<file path="src/rtl/core/kcl_pkg.sv">
// Shared types, codes and constants of the keypad code lock.
`timescale 1ns / 1ps

package kcl_pkg;

   localparam int CODE_LENGTH = 5;
   localparam int CNT_W = (CODE_LENGTH > 1) ? $clog2(CODE_LENGTH) : 1;
   localparam logic [CNT_W-1:0] LAST_IDX = CNT_W'(CODE_LENGTH - 1);

   localparam logic [7:0] KEY_PLUS  = 8'h2B;
   localparam logic [7:0] KEY_MINUS = 8'h2D;

   localparam logic MODE_KEY  = 1'b0;
   localparam logic MODE_TICK = 1'b1;

   localparam int CSR_IDX_W = 8;
   localparam logic [CSR_IDX_W-1:0] CSR_MAX_WRONG     = CSR_IDX_W'(0);
   localparam logic [CSR_IDX_W-1:0] CSR_LOCKOUT_TICKS = CSR_IDX_W'(1);
   localparam logic [CSR_IDX_W-1:0] CSR_OPEN_TICKS    = CSR_IDX_W'(2);
   localparam logic [CSR_IDX_W-1:0] CSR_CLOSE_TICKS   = CSR_IDX_W'(3);

   localparam logic [2:0]  RST_MAX_WRONG     = 3'd5;
   localparam logic [15:0] RST_LOCKOUT_TICKS = 16'd30;
   localparam logic [15:0] RST_OPEN_TICKS    = 16'd20;
   localparam logic [15:0] RST_CLOSE_TICKS   = 16'd20;

   localparam logic [1:0] MOTOR_STOP  = 2'd0;
   localparam logic [1:0] MOTOR_OPEN  = 2'd1;
   localparam logic [1:0] MOTOR_CLOSE = 2'd2;

   localparam logic [2:0] PCODE_SET     = 3'd0;
   localparam logic [2:0] PCODE_CONFIRM = 3'd1;
   localparam logic [2:0] PCODE_CHOOSE  = 3'd2;
   localparam logic [2:0] PCODE_VERIFY  = 3'd3;
   localparam logic [2:0] PCODE_OPEN    = 3'd4;
   localparam logic [2:0] PCODE_CLOSE   = 3'd5;
   localparam logic [2:0] PCODE_LOCK    = 3'd6;

   typedef enum logic [6:0] {
      PH_SET     = 7'b0000001,
      PH_CONFIRM = 7'b0000010,
      PH_CHOOSE  = 7'b0000100,
      PH_VERIFY  = 7'b0001000,
      PH_OPEN    = 7'b0010000,
      PH_CLOSE   = 7'b0100000,
      PH_LOCK    = 7'b1000000
   } kcl_phase_type;

   typedef enum logic [3:0] {
      EV_NONE       = 4'd0,
      EV_DIGIT      = 4'd1,
      EV_FIRST_DONE = 4'd2,
      EV_MISMATCH   = 4'd3,
      EV_STORED     = 4'd4,
      EV_BAD_CHOICE = 4'd5,
      EV_CHOICE     = 4'd6,
      EV_WRONG      = 4'd7,
      EV_CORRECT    = 4'd8,
      EV_LOCKOUT    = 4'd9,
      EV_UNLOCK     = 4'd10,
      EV_CLOSING    = 4'd11,
      EV_CLOSED     = 4'd12
   } kcl_event_type;

   typedef struct packed {
      logic       mode;
      logic [7:0] key_code;
   } kcl_req_type;

   typedef struct packed {
      logic [2:0]  phase;
      logic [1:0]  motor_drive;
      logic [3:0]  event_code;
      logic [2:0]  digits_entered;
      logic [2:0]  wrong_count;
      logic [15:0] ticks_left;
   } kcl_rsp_type;

   typedef struct packed {
      logic [2:0]  max_wrong;
      logic [15:0] lockout_ticks;
      logic [15:0] open_ticks;
      logic [15:0] close_ticks;
   } kcl_cfg_type;

   // key store commands from the controller
   typedef struct packed {
      logic take;
      logic save_first;
      logic save_code;
   } kcl_key_cmd_type;

   // entry compare results, with the incoming key in its slot
   typedef struct packed {
      logic first_eq;
      logic code_eq;
   } kcl_cmp_type;

   function automatic logic [2:0] phase_code(kcl_phase_type p);
      logic [2:0] code;
      case (p)
         PH_SET:     code = PCODE_SET;
         PH_CONFIRM: code = PCODE_CONFIRM;
         PH_CHOOSE:  code = PCODE_CHOOSE;
         PH_VERIFY:  code = PCODE_VERIFY;
         PH_OPEN:    code = PCODE_OPEN;
         PH_CLOSE:   code = PCODE_CLOSE;
         PH_LOCK:    code = PCODE_LOCK;
         default:    code = PCODE_SET;
      endcase
      return code;
   endfunction

endpackage

</file>
<file path="src/rtl/core/kcl_keystore.sv">
// Key entry, first entry and stored code registers with parallel compare.
`timescale 1ns / 1ps

module kcl_keystore import kcl_pkg::*; (
   input  logic             clock,
   input  logic             fire,
   input  logic [7:0]       key_code,
   input  logic [CNT_W-1:0] count,
   input  kcl_key_cmd_type  cmd,
   output kcl_cmp_type      cmp
);

   logic [7:0] entry_ff  [CODE_LENGTH];
   logic [7:0] first_ff  [CODE_LENGTH];
   logic [7:0] stored_ff [CODE_LENGTH];
   logic [7:0] entry_in  [CODE_LENGTH];

   // entry as it stands once the incoming key is placed
   always_comb begin
      for (int i = 0; i < CODE_LENGTH; i++) begin
         entry_in[i] = (count == CNT_W'(i)) ? key_code : entry_ff[i];
      end
   end

   always_comb begin
      cmp.first_eq = 1'b1;
      cmp.code_eq  = 1'b1;
      for (int i = 0; i < CODE_LENGTH; i++) begin
         if (entry_in[i] != first_ff[i]) cmp.first_eq = 1'b0;
         if (entry_in[i] != stored_ff[i]) cmp.code_eq = 1'b0;
      end
   end

   always_ff @(posedge clock) begin
      if (fire && cmd.take) entry_ff <= entry_in;
      if (fire && cmd.save_first) first_ff <= entry_in;
      if (fire && cmd.save_code) stored_ff <= entry_in;
   end

endmodule

</file>
<file path="src/rtl/core/kcl_ctrl.sv">
// Phase control, counters and tick timer of the code lock.
`timescale 1ns / 1ps

module kcl_ctrl import kcl_pkg::*; (
   input  logic             clock,
   input  logic             reset,
   input  logic             fire,
   input  kcl_req_type      req,
   input  kcl_cfg_type      cfg,
   input  kcl_cmp_type      cmp,
   output kcl_key_cmd_type  cmd,
   output logic [CNT_W-1:0] count,
   output kcl_rsp_type      rsp
);

   kcl_phase_type    phase_ff, phase_in;
   logic [CNT_W-1:0] count_ff, count_in;
   logic [2:0]       wrong_ff, wrong_in;
   logic             open_ff, open_in;
   logic [15:0]      timer_ff, timer_in;
   kcl_event_type    event_in;
   logic             last_key;
   logic [2:0]       wrong_inc;
   logic [15:0]      timer_dec;
   logic [1:0]       motor;

   assign count     = count_ff;
   assign last_key  = (count_ff == LAST_IDX);
   assign wrong_inc = wrong_ff + 3'd1;
   assign timer_dec = timer_ff - 16'(timer_ff != 16'd0);

   always_comb begin
      phase_in = phase_ff;
      count_in = count_ff;
      wrong_in = wrong_ff;
      open_in  = open_ff;
      timer_in = timer_ff;
      event_in = EV_NONE;
      cmd      = '0;
      if (req.mode == MODE_KEY) begin
         case (phase_ff)
            PH_SET: begin
               cmd.take = 1'b1;
               if (last_key) begin
                  count_in       = '0;
                  cmd.save_first = 1'b1;
                  phase_in       = PH_CONFIRM;
                  event_in       = EV_FIRST_DONE;
               end else begin
                  count_in = count_ff + 1'b1;
                  event_in = EV_DIGIT;
               end
            end
            PH_CONFIRM: begin
               cmd.take = 1'b1;
               if (last_key) begin
                  count_in = '0;
                  if (cmp.first_eq) begin
                     cmd.save_code = 1'b1;
                     phase_in      = PH_CHOOSE;
                     event_in      = EV_STORED;
                  end else begin
                     phase_in = PH_SET;
                     event_in = EV_MISMATCH;
                  end
               end else begin
                  count_in = count_ff + 1'b1;
                  event_in = EV_DIGIT;
               end
            end
            PH_CHOOSE: begin
               count_in = '0;
               if (req.key_code == KEY_PLUS || req.key_code == KEY_MINUS) begin
                  open_in  = (req.key_code == KEY_PLUS);
                  phase_in = PH_VERIFY;
                  event_in = EV_CHOICE;
               end else begin
                  event_in = EV_BAD_CHOICE;
               end
            end
            PH_VERIFY: begin
               cmd.take = 1'b1;
               if (last_key) begin
                  count_in = '0;
                  if (cmp.code_eq) begin
                     event_in = EV_CORRECT;
                     if (open_ff) begin
                        phase_in = PH_OPEN;
                        timer_in = cfg.open_ticks;
                     end else begin
                        phase_in = PH_SET;
                     end
                  end else if (wrong_inc >= cfg.max_wrong) begin
                     wrong_in = '0;
                     phase_in = PH_LOCK;
                     timer_in = cfg.lockout_ticks;
                     event_in = EV_LOCKOUT;
                  end else begin
                     wrong_in = wrong_inc;
                     event_in = EV_WRONG;
                  end
               end else begin
                  count_in = count_ff + 1'b1;
                  event_in = EV_DIGIT;
               end
            end
            default: ;
         endcase
      end else if (phase_ff inside {PH_OPEN, PH_CLOSE, PH_LOCK}) begin
         timer_in = timer_dec;
         if (timer_dec == 16'd0) begin
            if (phase_ff == PH_OPEN) begin
               phase_in = PH_CLOSE;
               timer_in = cfg.close_ticks;
               event_in = EV_CLOSING;
            end else begin
               count_in = '0;
               phase_in = PH_CHOOSE;
               event_in = (phase_ff == PH_CLOSE) ? EV_CLOSED : EV_UNLOCK;
            end
         end
      end
   end

   always_comb begin
      case (phase_in)
         PH_OPEN:  motor = MOTOR_OPEN;
         PH_CLOSE: motor = MOTOR_CLOSE;
         default:  motor = MOTOR_STOP;
      endcase
   end

   always_comb begin
      rsp.phase          = phase_code(phase_in);
      rsp.motor_drive    = motor;
      rsp.event_code     = event_in;
      rsp.digits_entered = 3'(count_in);
      rsp.wrong_count    = wrong_in;
      rsp.ticks_left     = timer_in;
   end

   always_ff @(posedge clock) begin
      if (reset) begin
         phase_ff <= PH_SET;
         count_ff <= '0;
         wrong_ff <= '0;
         open_ff  <= 1'b0;
         timer_ff <= '0;
      end else if (fire) begin
         phase_ff <= phase_in;
         count_ff <= count_in;
         wrong_ff <= wrong_in;
         open_ff  <= open_in;
         timer_ff <= timer_in;
      end
   end

   entry_count_range: assert property (@(posedge clock) disable iff (reset)
      count_ff <= LAST_IDX)
      else $error("entry count beyond code length");

   lockout_clears_wrong: assert property (@(posedge clock) disable iff (reset)
      fire && event_in == EV_LOCKOUT |=> phase_ff == PH_LOCK && wrong_ff == 3'd0)
      else $error("lockout did not clear wrong count");

   key_ignored_in_motion: assert property (@(posedge clock) disable iff (reset)
      fire && req.mode == MODE_KEY && (phase_ff == PH_OPEN || phase_ff == PH_CLOSE ||
      phase_ff == PH_LOCK) |=> $stable(phase_ff) && $stable(timer_ff))
      else $error("key changed state while moving or locked out");

endmodule

</file>
<file path="src/rtl/core/keypad_code_lock_controller.sv">
// Top level of the keypad code lock: word registers, config registers, core.
//
//   channel  direction  handshake                 word
//   req_     in         req_valid / req_ready     req_data  (kcl_req_type)
//   rsp_     out        rsp_valid / rsp_ready     rsp_data  (kcl_rsp_type)
//   csr_     in         csr_valid / csr_ready     csr_index, csr_wdata
//
// One word per cycle sustained while rsp_ready holds: input register, then all decode
// and code compare in one pass into the output register, whose valid is rsp_valid.
// Synchronous reset puts the lock in code setting with the config defaults.
// A stalled output holds its word; the input register still takes one more word.
// csr writes are always ready and take effect on the next word processed.
`timescale 1ns / 1ps

module keypad_code_lock_controller import kcl_pkg::*; (
   input  logic                 clock,
   input  logic                 reset,
   input  logic                 req_valid,
   output logic                 req_ready,
   input  kcl_req_type          req_data,
   output logic                 rsp_valid,
   input  logic                 rsp_ready,
   output kcl_rsp_type          rsp_data,
   input  logic                 csr_valid,
   output logic                 csr_ready,
   input  logic [CSR_IDX_W-1:0] csr_index,
   input  logic [15:0]          csr_wdata
);

   kcl_req_type      req_ff;
   logic             req_valid_ff;
   kcl_rsp_type      rsp_ff, rsp_in;
   logic             rsp_valid_ff;
   kcl_cfg_type      cfg_ff;
   logic             fire;
   kcl_key_cmd_type  cmd;
   kcl_cmp_type      cmp;
   logic [CNT_W-1:0] count;

   assign fire      = req_valid_ff && (!rsp_valid_ff || rsp_ready);
   assign req_ready = !req_valid_ff || fire;
   assign rsp_valid = rsp_valid_ff;
   assign rsp_data  = rsp_ff;
   assign csr_ready = 1'b1;

   always_ff @(posedge clock) begin
      if (reset) begin
         req_valid_ff <= 1'b0;
         rsp_valid_ff <= 1'b0;
      end else begin
         if (req_ready) req_valid_ff <= req_valid;
         if (fire) rsp_valid_ff <= 1'b1;
         else if (rsp_ready) rsp_valid_ff <= 1'b0;
      end
   end

   always_ff @(posedge clock) begin
      if (req_valid && req_ready) req_ff <= req_data;
      if (fire) rsp_ff <= rsp_in;
   end

   always_ff @(posedge clock) begin
      if (reset) begin
         cfg_ff.max_wrong     <= RST_MAX_WRONG;
         cfg_ff.lockout_ticks <= RST_LOCKOUT_TICKS;
         cfg_ff.open_ticks    <= RST_OPEN_TICKS;
         cfg_ff.close_ticks   <= RST_CLOSE_TICKS;
      end else if (csr_valid && csr_ready) begin
         case (csr_index)
            CSR_MAX_WRONG:     cfg_ff.max_wrong     <= csr_wdata[2:0];
            CSR_LOCKOUT_TICKS: cfg_ff.lockout_ticks <= csr_wdata;
            CSR_OPEN_TICKS:    cfg_ff.open_ticks    <= csr_wdata;
            CSR_CLOSE_TICKS:   cfg_ff.close_ticks   <= csr_wdata;
            default: ;
         endcase
      end
   end

   kcl_keystore u_keystore (
      .clock    (clock),
      .fire     (fire),
      .key_code (req_ff.key_code),
      .count    (count),
      .cmd      (cmd),
      .cmp      (cmp)
   );

   kcl_ctrl u_ctrl (
      .clock (clock),
      .reset (reset),
      .fire  (fire),
      .req   (req_ff),
      .cfg   (cfg_ff),
      .cmp   (cmp),
      .cmd   (cmd),
      .count (count),
      .rsp   (rsp_in)
   );

   accepted_word_held: assert property (@(posedge clock) disable iff (reset)
      req_valid && req_ready |=> req_valid_ff)
      else $error("accepted word not held in input register");

   processed_word_shown: assert property (@(posedge clock) disable iff (reset)
      fire |=> rsp_valid_ff)
      else $error("processed word not presented");

   no_overwrite: assert property (@(posedge clock) disable iff (reset)
      rsp_valid_ff && !rsp_ready |-> !fire)
      else $error("output word overwritten while stalled");

endmodule
</file>
<file path="config.mk">
export PLATFORM = sky130hd
export DESIGN_NAME = keypad_code_lock_controller
export DESIGN_NICKNAME = d
export VERILOG_FILES = /design/src/rtl/core/kcl_pkg.sv /design/src/rtl/core/kcl_keystore.sv /design/src/rtl/core/kcl_ctrl.sv /design/src/rtl/core/keypad_code_lock_controller.sv
export SDC_FILE = /design/constraint.sdc
export NUM_CORES = 1
export LEC_CHECK = 0
export BUFFER_PORTS_ARGS = -buffer_cell sky130_fd_sc_hd__buf_2
export CORE_MARGIN = 3
export CORE_UTILIZATION = 55
export DETAILED_ROUTE_END_ITERATION = 8
export PLACE_DENSITY_LB_ADDON = 0.08
export SYNTH_ARGS = -nofsm -noshare
export SYNTH_HDL_FRONTEND = slang
export SYNTH_HIERARCHICAL = 1
export SYNTH_SLANG_ARGS = --single-unit
</file>
<file path="constraint.sdc">
create_clock -name clock -period 11.5 [get_ports clock]
set_clock_uncertainty 0.1 [all_clocks]
set_input_delay 0.575 -clock clock [delete_from_list [all_inputs] [get_ports clock]]
set_output_delay 0.575 -clock clock [all_outputs]
set_load 0.05 [all_outputs]
</file>
==> summary.md, run 1 <==
| Metric | Value |
|---|---|
| Commonest non-fill, non-tap cell in the layout | `edfxtp_1` |
| Root Buffer | `clkbuf_16` |
| Mapped Cells | `1187` |
| Die area | `0.02506 sq mm` |
| Clk slew on worst S/H paths | `60 ps` |
| Die Y | `158.3 microns` |
| #FFs+latches synth | `243` |
| Clk sinks | `243` |
| CTS tree | `built` |
| Gpl congestion | `0.9188` |
| Overflow after GRT | `0` |
| Lkg Pwr | `5.300 nW` |
| Req. time, crit path | `11740 ps` |
| Yosys cell types | `97` |
| Critical path class | `reg2reg` |
| Slew Limit Fails | `0` |
| Slowest-stage cell, CP | `dfxtp_1` |
| Post-CTS setup buffer count | `0` |
| Max-Cap Viols | `0` |
| Post-synth top area cell | `edfxtp_1` |
| RSZ-0062 raised after global routing | `no` |
| Total CTS buffers | `27` |
| Area delta synth->final | `10.60%` |
| Fin crit period | `5078 ps` |
| Outcome | `complete, no violations` |
| Via-per-instance ratio | `6.181` |
| Crit Reg-Reg Endpoint | `rsp_data[27]$_DFFE_PP_` |
| Sum of negative setup slack | `0 ps` |
| Finished Layout Cells | `1531` |
| Worst skew pair latency | `550 ps` |
| Hold buffers post-CTS | `0` |
| Clk buf depth | `3` |
| N_diodes | `0` |
| Syn_nets | `1233` |
| DRT iter0 DRCs | `990` |
| Critical path capture point type | `flop` |
| Drt drc | `0` |
| WL per Instance | `21.72 microns` |
| Arr. time, crit path | `5320 ps` |
| Syn_area_per_cell | `10.75 sq um` |
| Hold worst-path end | `req_ff[2]$_DFFE_PP_` |
| DP Cell Count | `1481` |
| Commonest register cell after synthesis | `edfxtp_1` |
| Post-route ant nets | `0` |
| Most frequent cells in the layout | `160 x edfxtp_1, 83 x dfxtp_1, 82 x mux2i_1` |
| Hold crit path type | `in2reg` |
| Fin area | `0.01411 sq mm` |
| FFs w/ async S/R, synth | `0%` |
| Initial antenna violation count | `0` |
| DIE WIDTH | `158.3 microns` |
| Yosys top cell area share | `37.65%` |
| Pwr Density | `148.4 mW/mm^2` |
| Largest net degree at the start of global routing | `105` |
| Final Hold Vio Count | `0` |
| Fin crit share | `44.16%` |
| Drt first pass iters | `5` |
| Sequential share of the synthesized area | `50.68%` |
| Hold Path Stages | `1` |
| Hpwl dp | `22480 microns` |
| Row Count | `55` |
| Post-synth EDFFs | `160` |
| Slowest stage delay, CP | `790 ps` |
| Worst-Margin Slew | `1159 ps` |
| Final setup vio count | `0` |
| Core area | `0.02271 sq mm` |
| Area contributors post-synth | `edfxtp_1 38%, dfxtp_1 13%, mux2i_1 6.4%` |
| CP cell instances | `or3_1 -> mux2i_4 -> nor2_1 -> a2111oi_0 -> nand4_1 -> nor4_1 -> buf_4 -> a311oi_1 -> a31oi_1 -> o211ai_1 -> a21oi_1 -> nand4_1 -> nor4_1` |
| Num ports | `72` |
| Cells on worst reg2reg path | `13` |
| Vias in the first global route | `8861` |
| Placed Area | `0.01322 sq mm` |
| Port bufs | `70` |
| Nets@finish | `1271` |
| Min-delay src | `req_data[2]` |
| Global-route wire length before repair | `50710 microns` |
| Starting Density | `56.19%` |
| CTS H-tree depth | `1` |
| Share of cells above drive strength 1 | `14.53%` |
| Synth Cell Area | `0.01276 sq mm` |
| Worst Path Max Fanout | `18` |
| Hold slack | `102.1 ps` |
| Vias | `9463` |
| Startpoint Class | `flop` |
| WL final | `33250 microns` |
| Cts repair resizes | `0` |
| Worst VDD drop | `0.0001208 V` |
| Critical R2R Launch | `u_ctrl/count[1]$_SDFFE_PP0P_` |
| Max Freq | `0.1969 GHz` |
| Total GRT Usage | `26.11%` |
| Overall power | `0.002095 W` |
| Max_slew headroom | `22.37%` |
| Worst reg2reg setup slack | `6420 ps` |
| Syn. warnings | `6` |
## power breakdown
group	switching (W)	internal, W
clock network	0.000349	0.000513
registers	0.0000262	0.000952
logic	0.000163	0.0000914
total	0.000539	0.00156
## how the worst max path moves through the flow
stage	start	end	slack [ps]
floorplan	u_ctrl/timer_ff[5]$_SDFFE_PP0P_	rsp_data[28]$_DFFE_PP_	7300
global placement	u_ctrl/count[1]$_SDFFE_PP0P_	u_keystore/stored_ff[14]$_DFFE_PP_	6590
detailed placement	u_ctrl/count[1]$_SDFFE_PP0P_	u_keystore/stored_ff[14]$_DFFE_PP_	6510
CTS	u_ctrl/count[1]$_SDFFE_PP0P_	u_keystore/stored_ff[1]$_DFFE_PP_	6490
global route	u_ctrl/count[2]$_SDFFE_PP0P_	rsp_data[27]$_DFFE_PP_	5980
finish	u_ctrl/count[1]$_SDFFE_PP0P_	rsp_data[27]$_DFFE_PP_	6420
## flip-flops by register name, indices dropped and copies added, names as in the netlist
signal                count
cfg_ff                   51
req_ff                    9
req_valid_ff              1
rsp_data                 31
rsp_valid                 1
u_ctrl/count              3
u_ctrl/open_ff            1
u_ctrl/phase_ff           7
u_ctrl/timer_ff          16
u_ctrl/wrong_ff           3
u_keystore/entry_ff      40
u_keystore/first_ff      40
u_keystore/stored_ff     40
## cell families after synthesis
family | Yosys count | synth area share, %
DFF | 243 | 50.68
other | 1 | 0.02939
and+or+nand+nor | 384 | 16.93
xor gates and xnor gates | 77 | 5.344
muxes | 95 | 7.717
AOI/OAI and AO/OA | 240 | 13.71
adders and majority gates | 8 | 0.7845
buffers and inverters | 139 | 4.805
## layer usage
metal  vias to the layer above  wire [microns]  global-route usage [%]
li1                       4442               -                       -
met1                      4554           15810                   41.32
met2                       428           13630                   36.34
met3                        39            3335                   6.714
met4                         0             468                   4.998
met5                         -               0                       0
## metrics by stage
stage          util (%)  worst slack, ps
6_report          62.14             6422
5_1_grt           62.14             5980
4_1_cts           62.14             6487
3_5_place_dp      58.22             6513
3_3_place_gp      58.22             6594
2_1_floorplan         -             7300
## critical path, delay by kind of cell (launching register included)
family          cells  cell delay (ps)
compound gates      5             1260
buf+inv             1              240
flops               1              790
mux                 1              360
simple gates        6             2120
## cells in the mapped netlist (all sizes together) (5+ instances only)
| library cell | count |
|---|---|
| a21o | 6 |
| or3 | 11 |
| ha | 8 |
| o211ai | 7 |
| dfxtp | 83 |
| nand3 | 24 |
| a22oi | 5 |
| a211oi | 16 |
| a2111oi | 5 |
| edfxtp | 160 |
| nor3 | 24 |
| nor2b | 9 |
| nand3b | 6 |
| nor3b | 8 |
| nand4 | 18 |
| a221o | 11 |
| inv | 64 |
| buf | 30 |
| nor2 | 77 |
| nor4 | 24 |
| o32ai | 5 |
| mux2 | 11 |
| a21oi | 54 |
| o21ai | 43 |
| nand2b | 66 |
| mux2i | 84 |
| a221oi | 10 |
| xor2 | 34 |
| clkbuf | 43 |
| o221ai | 7 |
| a31oi | 13 |
| nand2 | 76 |
| o22ai | 8 |
| and3 | 7 |
| xnor2 | 43 |
| and2 | 10 |
| o21a | 5 |
## layout make-up
class                   count  area, sq um
well taps                 285        356.6
flip-flops and latches    243         6466
repair buffers             82        440.4
clock inverters             9        112.6
fillers                  1871         8597
clock buffers              41        778.2
inverters                  66        247.7
multi-input cells         805         5710
(Power assumes the default switching activity.)
==> inputs of run 2 (changes only) <==
clock period = 5.15 ns   (was 11.5 ns; I/O delays follow)
==> run 2 against run 1 <==
  * Worst hold slack worse by 81 ps
  * Non-clock buffer count is 45 higher
  * Global-route usage is 0.83 points higher
  * Die area stayed put
  * Critical path depth is 2 higher
  * Total power is 130% higher
  * Largest cell class unchanged
  * Highest routed layer unchanged
  * Combinational power is 140% higher
==> summary.md, run 2 (same netlist as run 1, synthesis figures left out) <==
| Metric | Value |
|---|---|
| Outcome | `complete, no violations` |
| Max reg flops | `51` |
| Commonest non-fill, non-tap cell in the layout | `edfxtp_1` |
| Final Hold Vio Count | `0` |
| Pre-CTS setup slack | `384.2 ps` |
| Starting Density | `56.19%` |
| Total GRT Usage | `26.94%` |
| Critical path capture point type | `flop` |
| Hold Path Stages | `3` |
| Row Count | `55` |
| N_diodes | `0` |
| Sw power | `0.001225 W` |
| Clk slew on worst S/H paths | `60 ps` |
| Post-route ant nets | `0` |
| Max Freq | `0.2042 GHz` |
| Top sig layer | `met4` |
| Gpl congestion | `0.9543` |
| CP bufs+invs | `2` |
| Largest net degree at the start of global routing | `105` |
| Met2 wire len | `14340 microns` |
| Fin crit share | `95.07%` |
| Vias in the first global route | `8909` |
| CTS H-tree depth | `1` |
| Clk sinks | `243` |
| CTS tree | `built` |
| Drt first pass iters | `8` |
| WL met1 | `16410 microns` |
| Combinational share of power | `12.7%` |
| Total CTS buffers | `28` |
| Post-CTS setup buffer count | `0` |
| CP delay by family, top | `simple AND/OR/NAND/NOR gates` |
| Hold crit path type | `in2reg` |
| WL per Instance | `21.82 microns` |
| Core area | `0.02271 sq mm` |
| Root Buffer | `clkbuf_16` |
| Clk buf depth | `3` |
| Hpwl dp | `23540 microns` |
| Int Power | `0.003538 W` |
| Critical path class | `reg2reg` |
| Drt drc | `0` |
| Overflow after GRT | `0` |
| Arr. time, crit path | `5150 ps` |
| Sw Share | `25.72%` |
| Startpoint Class | `flop` |
| Global-route wire length before repair | `52180 microns` |
| Slowest stage delay, CP | `640 ps` |
| Worst-Margin Slew | `1049 ps` |
| Setup WS post-layout | `253.8 ps` |
| RSZ-0062 raised after global routing | `no` |
| Sequential power share | `45.7%` |
| DRT iter0 DRCs | `1103` |
| Worst VDD drop | `0.0002580 V` |
| Nets@finish | `1317` |
| Cells on worst reg2reg path | `15` |
| Max-Cap Viols | `0` |
| Die area | `0.02506 sq mm` |
| Num ports | `72` |
| Final setup vio count | `0` |
| Share of cells above drive strength 1 | `15.70%` |
| Vias | `9703` |
| Req. time, crit path | `5400 ps` |
| Pwr Density | `326.1 mW/mm^2` |
| CP cell instances | `buf_4 -> buf_4 -> nand3b_4 -> mux2i_1 -> xor2_1 -> nand4_1 -> or4_1 -> nor4_2 -> a21oi_1 -> a21oi_1 -> nor4_1 -> o21ai_0 -> a2bb2oi_1 -> nand4_1 -> nor4_1` |
| DIE WIDTH | `158.3 microns` |
| Slowest-stage cell, CP | `nor4_2` |
| Clk pwr share | `41.6%` |
| Lkg Pwr | `5.533 nW` |
| Slew Limit Fails | `0` |
| Area delta synth->final | `14.46%` |
| WL final | `34430 microns` |
| Biggest register | `cfg_ff` |
| Via-per-instance ratio | `6.149` |
| Max_slew headroom | `29.89%` |
| Worst Path Max Fanout | `14` |
| Die Y | `158.3 microns` |
| Port bufs | `70` |
| Initial antenna violation count | `1` |
| Worst skew pair latency | `550 ps` |
| Fin crit period | `4896 ps` |
| Sum of negative setup slack | `0 ps` |
| Most frequent cells in the layout | `160 x edfxtp_1, 82 x mux2i_1, 82 x dfxtp_1` |
| Crit. path cell count | `15` |
| Routed length on met3 | `3123 microns` |
[run 2: changes by cell type in the layout (fill, tap and decap cells not counted), moves of 2 or more]
cell / delta
buf_12: +2
nor3_2: -2
clkbuf_16: +2
clkinv_2: +2
dlygate4sd3_1: +28
buf_4: +15
clkbuf_1: -3
[run 2: metrics by stage]
step	instance area, sq um	hold slack [ps]	std cells	power (W)	util, %
global route	14610	37.18	1578	0.004933	64.31
floorplan	12760	226.4	1187	0.002638	-
CTS	14590	6.852	1578	0.004777	64.23
global placement	13370	336.2	1498	0.002790	58.87
detailed placement	13370	335.7	1498	0.002790	58.87
finish	14610	20.61	1578	0.004763	64.31
[run 2: final timing paths]
path / from / to / slack (ps)
min reg2reg: u_ctrl/open_ff$_SDFFE_PP0P_ / u_ctrl/open_ff$_SDFFE_PP0P_ / 380
max: u_ctrl/count[1]$_SDFFE_PP0P_ / rsp_data[27]$_DFFE_PP_ / 250
min: csr_index[1] / cfg_ff[48]$_SDFFE_PP1P_ / 20
max reg2reg: u_ctrl/count[1]$_SDFFE_PP0P_ / rsp_data[27]$_DFFE_PP_ / 250
[run 2: power by group through the flow]
stage	sequential, W	combinational [W]	clock (W)
floorplan	0.00223	0.000407	0
global placement	0.00222	0.000572	0
detailed placement	0.00222	0.000572	0
CTS	0.00218	0.000592	0.00201
global route	0.00218	0.000652	0.00210
finish	0.00218	0.000604	0.00198
[run 2: tightest hold or removal path: stages]
cell and delay, ps:
buf_2 150, nor3_2 90, mux2i_1 110
[run 2: layer usage]
layer | GRT usage [%] | up-vias
met5 | 0 | -
met4 | 5.326 | 0
met3 | 5.817 | 53
met2 | 37.88 | 447
met1 | 42.87 | 4659
li1 | - | 4544
[run 2: timing repair]
item	4_1_cts	5_1_grt
resized for setup	0	4
hold buffers	28	0
endpoints found under the setup margin	0	6
endpoints found under the hold margin	62	0
[run 2: area by class of cell]
cell class | count | area [sq um]
Sequential cell | 243 | 6467
Clock buffer | 39 | 803.3
Multi-Input combinational cell | 805 | 5724
Inverter | 66 | 247.7
Fill cell | 1814 | 8104
Tap cell | 285 | 356.6
Clock inverter | 13 | 132.6
Timing Repair Buffer | 127 | 873.3
